$ cat src/hdl/kbmp_pkg.sv
// Shared types, constants and the frame checksum function of the keypad bus poller.
// Depends on nothing; every other file of the block imports it.
package kbmp_pkg;

	localparam int TIME_BITS = 32;
	localparam int CMD_DEPTH = 4;
	localparam int CMD_PTR_BITS = $clog2(CMD_DEPTH);

	// Input item opcodes.
	localparam logic [1:0] OP_TICK = 2'd0;
	localparam logic [1:0] OP_RX_BYTE = 2'd1;
	localparam logic [1:0] OP_END_BURST = 2'd2;

	// Result kinds.
	localparam logic [1:0] RK_TX = 2'd0;
	localparam logic [1:0] RK_KEY = 2'd1;
	localparam logic [1:0] RK_SCREEN = 2'd2;

	// Configuration register indexes.
	localparam logic [2:0] REG_DEVICE_ADDRESS = 3'd0;
	localparam logic [2:0] REG_SECOND_POLL_DELAY = 3'd1;
	localparam logic [2:0] REG_STATUS_POLL_PERIOD = 3'd2;
	localparam logic [2:0] REG_SCREEN_PERIOD = 3'd3;
	localparam logic [2:0] REG_ACTIVITY_PERIOD = 3'd4;

	// Frame bytes.
	localparam logic [7:0] CHK_SEED = 8'hAA;
	localparam logic [7:0] BYTE_ZERO = 8'h00;
	localparam logic [7:0] CMD_START = 8'h0E;
	localparam logic [7:0] CMD_STATUS = 8'h0F;
	localparam logic [7:0] CMD_ACTIVITY = 8'h19;
	localparam logic [7:0] ACTIVITY_ARG = 8'h01;
	localparam logic [7:0] CMD_ACK = 8'h0B;
	localparam logic [7:0] ACK_ODD = 8'h02;
	localparam logic [7:0] KEY_SOURCE = 8'h11;
	localparam logic [7:0] KEY_FRAME = 8'hF4;
	localparam logic [7:0] KEY_CODE_MAX = 8'h0F;

	typedef enum logic [1:0] {
		CMD_FRAME,
		CMD_SCREEN,
		CMD_KEY
	} cmd_kind_t;

	// One unit of work handed from the front to the back.
	typedef struct packed {
		cmd_kind_t   kind;
		logic [7:0]  b1;
		logic [7:0]  b2;
		logic [3:0]  code;
		logic [7:0]  chk;
		logic        last;
	} cmd_t;

	typedef struct packed {
		logic [7:0]  device_address;
		logic [15:0] second_poll_delay;
		logic [15:0] status_poll_period;
		logic [15:0] screen_period;
		logic [15:0] activity_period;
	} cfg_t;

	// Checksum: 0xAA plus the three payload bytes, carries out of bit 7 added back in.
	function automatic logic [7:0] fold_sum(input logic [7:0] a, input logic [7:0] b,
			input logic [7:0] c);
		logic [9:0] t;
		t = 10'(CHK_SEED) + 10'(a) + 10'(b) + 10'(c);
		return t[7:0] + 8'(t[9:8]);
	endfunction

endpackage

$ cat src/hdl/kbmp_cmd_fifo.sv
// Short command queue between the front and the back of the keypad bus poller.
// Depends on kbmp_pkg for the command type and depth.
module kbmp_cmd_fifo import kbmp_pkg::*; (
	input  logic clk,
	input  logic arst_n,
	input  logic wr,
	input  cmd_t wdata,
	output logic q_full,
	input  logic rd,
	output cmd_t rdata,
	output logic q_empty
);

	cmd_t mem_q [CMD_DEPTH];
	logic [CMD_PTR_BITS-1:0] wptr_q;
	logic [CMD_PTR_BITS-1:0] rptr_q;
	logic [CMD_PTR_BITS:0] count_q;

	assign q_full = (count_q == (CMD_PTR_BITS+1)'(CMD_DEPTH));
	assign q_empty = (count_q == '0);
	assign rdata = mem_q[rptr_q];

	always_ff @(posedge clk) begin
		if (wr) begin
			mem_q[wptr_q] <= wdata;
		end
	end

	always_ff @(posedge clk or negedge arst_n) begin
		if (!arst_n) begin
			wptr_q <= '0;
			rptr_q <= '0;
			count_q <= '0;
		end else begin
			if (wr) begin
				wptr_q <= wptr_q + 1'b1;
			end
			if (rd) begin
				rptr_q <= rptr_q + 1'b1;
			end
			case ({wr, rd})
				2'b10: count_q <= count_q + 1'b1;
				2'b01: count_q <= count_q - 1'b1;
				default: count_q <= count_q;
			endcase
		end
	end

	a_count_bound: assert property (@(posedge clk) disable iff (!arst_n)
		count_q <= (CMD_PTR_BITS+1)'(CMD_DEPTH))
		else $error("command queue count beyond its depth");

endmodule

$ cat src/hdl/kbmp_front.sv
// Front of the keypad bus poller: accepts items, runs the poll timers and the
// receive buffer; issues commands one per cycle unless q_full. Uses kbmp_pkg.
module kbmp_front import kbmp_pkg::*; (
	input  logic       clk,
	input  logic       arst_n,
	input  logic       push,
	input  logic [1:0] opcode,
	input  logic [7:0] rx_byte,
	output logic       full,
	input  cfg_t       cfg,
	input  logic       q_full,
	output logic       q_push,
	output cmd_t       q_cmd
);

	localparam int P_START = 0;
	localparam int P_STATUS = 1;
	localparam int P_SCREEN = 2;
	localparam int P_ACTIVITY = 3;
	localparam int P_KEY = 4;
	localparam int P_BITS = 5;

	localparam logic [1:0] LC_NONE = 2'd0;
	localparam logic [1:0] LC_STATUS = 2'd1;
	localparam logic [1:0] LC_SCREEN = 2'd2;
	localparam logic [1:0] LC_ACTIVITY = 2'd3;

	logic [TIME_BITS-1:0] time_q, last_status_q, last_screen_q, last_activity_q;
	logic start_sent_q, second_sent_q, ack_flag_q;
	logic [1:0] last_command_q;
	logic [7:0] rx_buf_q [4];
	logic [2:0] rx_count_q;
	logic [P_BITS-1:0] pend_q;
	logic [3:0] key_code_q;
	logic [7:0] key_chk_q;
	logic [7:0] ack_arg_q;

	logic [TIME_BITS-1:0] tn;
	logic accept, is_tick, is_byte, is_eob;
	logic el_delay, el_status, el_screen, el_activity;
	logic start_f, sec_f, stat_f, scr_f, act_f, key_f;
	logic pend_one, issue;
	logic [P_BITS-1:0] sel, new_mask;

	assign tn = time_q + 1'b1;
	assign el_delay = (tn - last_status_q) > TIME_BITS'(cfg.second_poll_delay);
	assign el_status = (tn - last_status_q) > TIME_BITS'(cfg.status_poll_period);
	assign el_screen = (tn - last_screen_q) > TIME_BITS'(cfg.screen_period);
	assign el_activity = (tn - last_activity_q) > TIME_BITS'(cfg.activity_period);

	// Before the start frame the status timer restarts on this very tick, so
	// neither status branch can fire.
	assign start_f = !start_sent_q;
	assign sec_f = start_sent_q && !second_sent_q && el_delay;
	assign stat_f = start_sent_q && !(!second_sent_q && el_delay) && el_status;
	assign scr_f = (second_sent_q || sec_f) && el_screen;
	assign act_f = el_activity;

	assign key_f = (rx_count_q == 3'd4) && (rx_buf_q[0] == KEY_SOURCE)
		&& (rx_buf_q[1] == KEY_FRAME)
		&& (fold_sum(KEY_SOURCE, KEY_FRAME, rx_buf_q[2]) == rx_buf_q[3])
		&& (last_command_q == LC_ACTIVITY) && (rx_buf_q[2] <= KEY_CODE_MAX);

	assign is_tick = (opcode == OP_TICK);
	assign is_byte = (opcode == OP_RX_BYTE);
	assign is_eob = (opcode == OP_END_BURST);

	always_comb begin
		new_mask = '0;
		if (is_tick) begin
			new_mask[P_START] = start_f;
			new_mask[P_STATUS] = sec_f || stat_f;
			new_mask[P_SCREEN] = scr_f;
			new_mask[P_ACTIVITY] = act_f;
		end else if (is_eob) begin
			new_mask[P_KEY] = key_f;
		end
	end

	assign pend_one = ((pend_q & (pend_q - 1'b1)) == '0);
	assign issue = (pend_q != '0) && !q_full;
	assign full = (pend_q != '0) && !(pend_one && !q_full);
	assign accept = push && !full;
	assign sel = pend_q & (~pend_q + 1'b1);
	assign q_push = issue;

	always_comb begin
		q_cmd = '{kind: CMD_FRAME, b1: BYTE_ZERO, b2: BYTE_ZERO, code: 4'd0,
			chk: 8'd0, last: pend_one};
		if (sel[P_START]) begin
			q_cmd.b2 = CMD_START;
		end else if (sel[P_STATUS]) begin
			q_cmd.b2 = CMD_STATUS;
		end else if (sel[P_SCREEN]) begin
			q_cmd.kind = CMD_SCREEN;
		end else if (sel[P_ACTIVITY]) begin
			q_cmd.b1 = CMD_ACTIVITY;
			q_cmd.b2 = ACTIVITY_ARG;
		end else if (sel[P_KEY]) begin
			q_cmd.kind = CMD_KEY;
			q_cmd.b1 = CMD_ACK;
			q_cmd.b2 = ack_arg_q;
			q_cmd.code = key_code_q;
			q_cmd.chk = key_chk_q;
		end
	end

	always_ff @(posedge clk) begin
		if (accept && is_byte && rx_count_q < 3'd4) begin
			rx_buf_q[rx_count_q[1:0]] <= rx_byte;
		end
		if (accept && is_eob && key_f) begin
			key_code_q <= rx_buf_q[2][3:0];
			key_chk_q <= rx_buf_q[3];
			ack_arg_q <= ack_flag_q ? ACK_ODD : BYTE_ZERO;
		end
	end

	always_ff @(posedge clk or negedge arst_n) begin
		if (!arst_n) begin
			time_q <= '0;
			last_status_q <= '0;
			last_screen_q <= '0;
			last_activity_q <= '0;
			start_sent_q <= 1'b0;
			second_sent_q <= 1'b0;
			last_command_q <= LC_NONE;
			ack_flag_q <= 1'b0;
			rx_count_q <= '0;
			pend_q <= '0;
		end else begin
			// An item is only taken once the last pending command goes out.
			if (accept) begin
				pend_q <= new_mask;
			end else if (issue) begin
				pend_q <= pend_q & ~sel;
			end
			if (accept) begin
				if (is_tick) begin
					time_q <= tn;
					if (start_f || sec_f || stat_f) begin
						last_status_q <= tn;
					end
					start_sent_q <= 1'b1;
					if (sec_f) begin
						second_sent_q <= 1'b1;
					end
					if (scr_f) begin
						last_screen_q <= tn;
					end
					if (act_f) begin
						last_activity_q <= tn;
					end
					if (act_f) begin
						last_command_q <= LC_ACTIVITY;
					end else if (scr_f) begin
						last_command_q <= LC_SCREEN;
					end else if (sec_f || stat_f) begin
						last_command_q <= LC_STATUS;
					end
				end else if (is_byte) begin
					if (rx_count_q < 3'd5) begin
						rx_count_q <= rx_count_q + 1'b1;
					end
				end else if (is_eob) begin
					rx_count_q <= '0;
					if (key_f) begin
						ack_flag_q <= !ack_flag_q;
					end
				end
			end
		end
	end

	a_first_tick_starts: assert property (@(posedge clk) disable iff (!arst_n)
		accept && is_tick && !start_sent_q |=> pend_q[P_START])
		else $error("first tick did not schedule the start frame");

	a_no_push_when_full: assert property (@(posedge clk) disable iff (!arst_n)
		q_push |-> !q_full)
		else $error("command issued into a full queue");

endmodule

$ cat src/hdl/kbmp_back.sv
// Back of the keypad bus poller: expands queued commands into result items and
// holds them in the output register. Depends on kbmp_pkg.
module kbmp_back import kbmp_pkg::*; (
	input  logic       clk,
	input  logic       arst_n,
	input  logic [7:0] device_address,
	input  logic       q_empty,
	input  cmd_t       q_cmd,
	output logic       q_pop,
	output logic       empty,
	input  logic       pop,
	output logic [1:0] result_kind,
	output logic [7:0] tx_byte,
	output logic       frame_end,
	output logic [3:0] key_code,
	output logic [7:0] key_check,
	output logic       run_last
);

	cmd_t cmd_q;
	logic active_q;
	logic [2:0] step_q;
	logic out_valid_q;

	logic advance, step_last;
	logic [1:0] r_kind;
	logic [7:0] r_tx;
	logic r_end;
	logic [3:0] r_code;
	logic [7:0] r_chk;

	assign advance = active_q && (!out_valid_q || pop);
	assign q_pop = !q_empty && (!active_q || (advance && step_last));
	assign empty = !out_valid_q;

	always_comb begin
		case (cmd_q.kind)
			CMD_SCREEN: step_last = (step_q == 3'd0);
			CMD_KEY: step_last = (step_q == 3'd4);
			default: step_last = (step_q == 3'd3);
		endcase
	end

	always_comb begin
		r_kind = RK_TX;
		r_tx = 8'd0;
		r_end = 1'b0;
		r_code = 4'd0;
		r_chk = 8'd0;
		if (cmd_q.kind == CMD_SCREEN) begin
			r_kind = RK_SCREEN;
		end else begin
			case (step_q)
				3'd0: r_tx = device_address;
				3'd1: r_tx = cmd_q.b1;
				3'd2: r_tx = cmd_q.b2;
				3'd3: begin
					r_tx = fold_sum(device_address, cmd_q.b1, cmd_q.b2);
					r_end = 1'b1;
				end
				default: begin
					// The key report follows the acknowledge frame.
					r_kind = RK_KEY;
					r_code = cmd_q.code;
					r_chk = cmd_q.chk;
				end
			endcase
		end
	end

	always_ff @(posedge clk) begin
		if (q_pop) begin
			cmd_q <= q_cmd;
		end
		if (advance) begin
			result_kind <= r_kind;
			tx_byte <= r_tx;
			frame_end <= r_end;
			key_code <= r_code;
			key_check <= r_chk;
			run_last <= cmd_q.last && step_last;
		end
	end

	always_ff @(posedge clk or negedge arst_n) begin
		if (!arst_n) begin
			active_q <= 1'b0;
			step_q <= '0;
			out_valid_q <= 1'b0;
		end else begin
			if (advance) begin
				out_valid_q <= 1'b1;
			end else if (pop) begin
				out_valid_q <= 1'b0;
			end
			if (q_pop) begin
				active_q <= 1'b1;
				step_q <= '0;
			end else if (advance) begin
				if (step_last) begin
					active_q <= 1'b0;
				end
				step_q <= step_q + 1'b1;
			end
		end
	end

	a_screen_single_step: assert property (@(posedge clk) disable iff (!arst_n)
		active_q && cmd_q.kind == CMD_SCREEN |-> step_q == 3'd0)
		else $error("screen marker command ran past its only step");

	a_pop_nonempty: assert property (@(posedge clk) disable iff (!arst_n)
		q_pop |-> !q_empty)
		else $error("command taken from an empty queue");

endmodule

$ cat src/hdl/keypad_bus_master_poller_core.sv
// Top level of the keypad bus poller: configuration registers, front, command
// queue and back. Depends on kbmp_pkg, kbmp_front, kbmp_cmd_fifo and kbmp_back.
//
// Input items (opcode, rx_byte) enter through push/full: a tick advances the
// millisecond clock and may schedule the start frame, a status poll, a screen
// marker and an activity poll; a received byte is buffered; an end of burst
// checks the buffered key frame and may schedule an acknowledge plus a report.
// Result items leave through empty/pop, oldest first; run_last marks the last
// result of an item. Its first result passes the pending mask, the command
// queue, the back's command register and the output register. The back
// delivers one result per cycle while pop keeps up, so a tick that fires the
// status poll, the screen marker and the activity poll gives nine results;
// the front issues one command per cycle into a 4-entry queue while it has
// room, and a new item is taken in the cycle that the last pending command of
// the previous one goes into the queue; items with no result are taken each
// cycle. When pop stays low the output register holds, the back and then the
// queue fill, and full rises; nothing is lost. Reset clears timers, flags, the
// receive count and all queues, and loads the register reset values.
// Configuration is written through wr_en, wr_index and wr_data while idle.
module keypad_bus_master_poller_core import kbmp_pkg::*; (
	input  logic        clk,
	input  logic        arst_n,
	input  logic        push,
	output logic        full,
	input  logic [1:0]  opcode,
	input  logic [7:0]  rx_byte,
	output logic        empty,
	input  logic        pop,
	output logic [1:0]  result_kind,
	output logic [7:0]  tx_byte,
	output logic        frame_end,
	output logic [3:0]  key_code,
	output logic [7:0]  key_check,
	output logic        run_last,
	input  logic        wr_en,
	input  logic [2:0]  wr_index,
	input  logic [15:0] wr_data
);

	cfg_t cfg_q;
	logic q_push, q_pop, q_full, q_empty;
	cmd_t q_wdata, q_rdata;

	always_ff @(posedge clk or negedge arst_n) begin
		if (!arst_n) begin
			cfg_q.device_address <= 8'd32;
			cfg_q.second_poll_delay <= 16'd200;
			cfg_q.status_poll_period <= 16'd1000;
			cfg_q.screen_period <= 16'd1000;
			cfg_q.activity_period <= 16'd50;
		end else if (wr_en) begin
			case (wr_index)
				REG_DEVICE_ADDRESS: cfg_q.device_address <= wr_data[7:0];
				REG_SECOND_POLL_DELAY: cfg_q.second_poll_delay <= wr_data;
				REG_STATUS_POLL_PERIOD: cfg_q.status_poll_period <= wr_data;
				REG_SCREEN_PERIOD: cfg_q.screen_period <= wr_data;
				REG_ACTIVITY_PERIOD: cfg_q.activity_period <= wr_data;
				default: cfg_q <= cfg_q;
			endcase
		end
	end

	kbmp_front u_front (
		.clk     (clk),
		.arst_n  (arst_n),
		.push    (push),
		.opcode  (opcode),
		.rx_byte (rx_byte),
		.full    (full),
		.cfg     (cfg_q),
		.q_full  (q_full),
		.q_push  (q_push),
		.q_cmd   (q_wdata)
	);

	kbmp_cmd_fifo u_fifo (
		.clk     (clk),
		.arst_n  (arst_n),
		.wr      (q_push),
		.wdata   (q_wdata),
		.q_full  (q_full),
		.rd      (q_pop),
		.rdata   (q_rdata),
		.q_empty (q_empty)
	);

	kbmp_back u_back (
		.clk            (clk),
		.arst_n         (arst_n),
		.device_address (cfg_q.device_address),
		.q_empty        (q_empty),
		.q_cmd          (q_rdata),
		.q_pop          (q_pop),
		.empty          (empty),
		.pop            (pop),
		.result_kind    (result_kind),
		.tx_byte        (tx_byte),
		.frame_end      (frame_end),
		.key_code       (key_code),
		.key_check      (key_check),
		.run_last       (run_last)
	);

endmodule
$ cat config.mk
export PLATFORM = sky130hd
export DESIGN_NAME = keypad_bus_master_poller_core
export DESIGN_NICKNAME = d
export VERILOG_FILES = /design/src/hdl/kbmp_pkg.sv /design/src/hdl/kbmp_cmd_fifo.sv /design/src/hdl/kbmp_front.sv /design/src/hdl/kbmp_back.sv /design/src/hdl/keypad_bus_master_poller_core.sv
export SDC_FILE = /design/constraint.sdc
export NUM_CORES = 1
export LEC_CHECK = 0
export CELL_PAD_IN_SITES_DETAIL_PLACEMENT = 1
export CELL_PAD_IN_SITES_GLOBAL_PLACEMENT = 1
export CORE_UTILIZATION = 53
export DETAILED_ROUTE_END_ITERATION = 8
export DONT_BUFFER_PORTS = 1
export GPL_TIMING_DRIVEN = 0
export MAX_ROUTING_LAYER = met4
export PLACE_DENSITY = 0.81
export SLEW_MARGIN = 20
export SYNTH_ARGS = -nofsm -noshare
export SYNTH_HDL_FRONTEND = slang
export SYNTH_HIERARCHICAL = 1
export SYNTH_SLANG_ARGS = --single-unit
$ cat constraint.sdc
create_clock -name clk -period 7.3 [get_ports clk]
set_input_delay 1.095 -clock clk [delete_from_list [all_inputs] [get_ports clk]]
set_output_delay 1.095 -clock clk [all_outputs]
set_load 0.01 [all_outputs]
==> flow_metrics.py <==
metrics = {
    "placement": {
        "pre_cts_ws_ps": -1000,
        "dp.cells": 3075,
        "port_buffers": 0,
        "hpwl_mm": 54.54,
        "gp_congestion": 0.9510,
    },
    "floorplanning": {
        "io_pins": 60,
        "die_w_um": 227.2,
        "row_count": 82,
        "die_y_um": 227.2,
        "core_area_mm2": 0.05007,
        "die-area_mm2": 0.05160,
        "start_util_pct": 53.67,
    },
    "critical_path": {
        "critPathRequiredTime_ps": 7770,
        "crit_arrival_ps": 7440,
        "ff2ff_path_depth": 22,
        "cp-end-kind": "flip-flop",
        "timing.rr.start": "u_front/time_q[0]",
        "path_max_fanout": 10,
        "crit_type": "flip-flop to flip-flop",
        "start_kind": "flip-flop",
        "r2r-end": "u_front/last_status_q[28]",
        "r2r_setup_slack_ps": 340,
    },
    "yosys": {
        "yosys_register_bits": 449,
        "synth_cell_types": 101,
        "synth_edf_count": 224,
        "ys_seq_area_share_pct": 46.07,
        "syn_area_mm2": 0.02687,
        "synth_common_cells": "inv_1, edfxtp_1, dfrtp_1, ha_1, mux2_2",
        "yosysWarningCount": 6,
        "synthCells": 2391,
        "ys_async_sr_fraction_pct": 50.11,
        "yosys.cell_count.top_type": "inv_1",
        "synth_area_leaders": "edfxtp_1, dfrtp_1, ha_1, mux2_2, inv_1",
        "yosysTopAreaCell": "edfxtp_1",
        "synthFlopType": "edfxtp_1",
        "avgSynthCellArea_um2": 11.24,
        "synth_top_area_share_pct": 25.03,
    },
    "pwr": {
        "power_frac_seq_pct": 27.0,
        "power.internal_mw": 7.219,
        "p_per_area_mw_per_mm2": 414.6,
        "p_clk_share_pct": 20.3,
        "total_power_mw": 12.30,
        "combPwrFrac_pct": 52.7,
        "p_leak_nw": 12.94,
        "p_sw_mw": 5.080,
        "vdd_ir_drop_max_v": 0.0002589,
        "switching_share_pct": 41.30,
    },
    "timing": {
        "max-slew-margin-rel_pct": 26.13,
        "worstMarginPinSlew_ps": 1094,
        "worst_clock_skew_ps": 18.28,
        "clock.fmax_ghz": 0.1436,
        "setup_ws_ps": 336.3,
        "setup-tns-final_ps": 0,
        "post-route-period-util_pct": 95.39,
        "setup_viol": 0,
        "fin_crit_ps": 6964,
        "hold_violations": 0,
        "drv_slew": 0,
    },
    "detailed_routing": {
        "dr_total_vias": 19130,
        "drc_errors": 0,
        "drt_wl_total_mm": 72.91,
        "wl_per_cell_um": 23.01,
        "antenna_left": 0,
        "routed_via_density": 6.037,
        "drtPass1Iterations": 5,
        "drt_iter0_drc": 1276,
    },
    "clocking": {
        "cts_buffer_depth": 3,
        "root_buffer": "clkbuf_16",
        "hold_buffers": 0,
        "cts_tree": "yes",
        "numClockSinks": 449,
        "cts.clk_slew.worst_paths_ps": 60,
        "htreeDepth": 2,
        "cts_made_buffers": 51,
        "clk_latency_ps": 600,
    },
    "grt": {
        "grt_overflow": 0,
        "grt_antenna_before_repair": 0,
        "grt_pass1_vias": 20520,
        "grt_pass1_wl_mm": 114.2,
        "grt_use_total_pct": 29.64,
        "grt_max_degree": 226,
    },
    "run": {
        "maxCapViolations": 0,
    },
    "finish": {
        "post-route-util_pct": 59.24,
        "area_growth_pct": 10.39,
        "fillCellCount": 5299,
        "drive_above_1_share_pct": 15.42,
        "multi_input_area_mm2": 0.01328,
        "ff_latch_area_mm2": 0.01238,
        "diodes": 0,
        "fin_nets": 2702,
        "final_cells": 3169,
    },
    "outcome": {
        "status": "completed",
    },
    "worst_hold_path": {
        "worstHoldPathType": "input port to async pin",
    },
}
-- worst max-delay path, cell delays in order, from the launching register on --
cell,delay (ps)
dfrtp_2,500
ha_1,250
and3_1,230
and3_2,290
nand3_1,210
xnor2_2,450
ha_1,410
and4_1,260
and3_1,180
a21boi_2,200
o31ai_4,360
nand2_1,190
xor2_2,240
ha_1,360
nand4_1,90
or2_2,310
nor4_1,290
a21oi_1,190
a2111oi_0,520
nand4_1,270
o21ai_4,330
clkbuf_4,320
mux2_2,360
-- routing by layer --
metal	share of wire [%]	up-vias	track usage, %
met1	43	9681	37.62
met5	0	-	-
met3	4.9	151	4.246
met2	48	495	48.25
met4	3.5	0	11.00
li1	-	8804	-
-- stage by stage --
stage	area [um^2]	hold WS [ps]
finish	29660	207.2
global route	29660	186.6
CTS	29590	177.9
detailed placement	27880	472.4
global placement	27740	451.2
floorplan	26900	437.2
-- cell families (layout without fill, tap and decap cells) --
group | count (synthesis) | in the layout | share of synthesized area [%]
xor+xnor | 151 | 151 | 5.029
buf+inv | 328 | 427 | 5.215
flops | 449 | 449 | 46.07
fa+ha+maj | 210 | 210 | 10.18
compound gates | 458 | 458 | 11.44
other cells | 1 | 8 | 0.01396
mux | 211 | 211 | 10.47
simple gates | 583 | 583 | 11.58
-- worst max-delay path by stage --
stage,cells after the start,slack (ps),end,from
global placement,23,-740,u_front/last_activity_q[30],u_front/time_q[0]
detailed placement,23,-1000,u_front/last_status_q[25],u_front/time_q[0]
finish,22,340,u_front/last_status_q[28],u_front/time_q[0]
global route,24,-20,u_front/last_activity_q[30],u_front/time_q[0]
floorplan,24,1470,u_front/last_status_q[24],u_front/time_q[0]
CTS,24,40,u_front/last_activity_q[27],u_front/time_q[0]
-- final cells by class --
| cell class | instances | area share, % |
|---|---|---|
| Tap cell | 672 | 2.835 |
| Clock inverter | 24 | 0.7424 |
| Inverter | 249 | 3.151 |
| Buffer | 78 | 1.573 |
| Timing Repair Buffer | 10 | 0.4893 |
| Multi-Input combinational cell | 1621 | 44.77 |
| Sequential cell | 449 | 41.74 |
| Clock buffer | 66 | 4.695 |
-- layout by cell type (no fill, tap or decap), types with 15 or more instances in the layout --
master       n
buf_4       18
edfxtp_1   224
dfrtp_1    205
buf_2       15
a21o_1      39
nor3_1      45
dfstp_2     19
o21a_1      17
mux4_2      28
nand4_1     32
clkbuf_1    45
o21ai_0     93
clkbuf_16   51
fa_1        15
o21bai_1    17
o211ai_1    22
a211oi_1    22
xor2_1      48
nor2_1     116
inv_1      249
ha_1       193
xnor2_1     92
nand2_1    115
mux2_4      25
or3_1       18
a21oi_1    111
mux2_2     120
nand3_1     64
mux2_1      21
nand2b_1    24
and2_1      42
nor2b_1     29
and3_1      23
-- sequential cells by signal, summed over array words and instances (netlist names), 2 cells and up --
| signal | cells |
|---|---|
| u_front/rx_count_q | 3 |
| u_back/result_kind | 2 |
| u_front/key_code_q | 4 |
| u_front/last_status_q | 32 |
| u_back/key_code | 4 |
| u_back/key_check | 8 |
| u_fifo/rptr_q | 2 |
| u_fifo/wptr_q | 2 |
| u_front/rx_buf_q | 32 |
| u_front/last_screen_q | 32 |
| u_fifo/mem_q | 124 |
| u_front/pend_q | 5 |
| u_front/last_activity_q | 32 |
| u_front/time_q | 32 |
| u_back/cmd_q | 31 |
| u_back/tx_byte | 8 |
| u_back/step_q | 3 |
| u_fifo/count_q | 3 |
| u_front/last_command_q | 2 |
| u_front/key_chk_q | 8 |
| cfg_q | 72 |
-- repair_timing --
item | CTS | global route
setup buffers | 2 | 3
pin swaps | 2 | 3
endpoints found under the setup margin | 93 | 100
gates resized for setup | 16 | 14
-- power by group through the flow --
stage / Sequential, mW / Clock (mW) / Combinational [mW]
floorplan: 3.29 / 0 / 4.35
global placement: 3.34 / 0 / 5.71
detailed placement: 3.37 / 0 / 6.15
CTS: 3.33 / 2.54 / 6.31
global route: 3.36 / 2.62 / 7.04
finish: 3.33 / 2.50 / 6.48
Note: power is estimated with default switching activity, not from simulation.
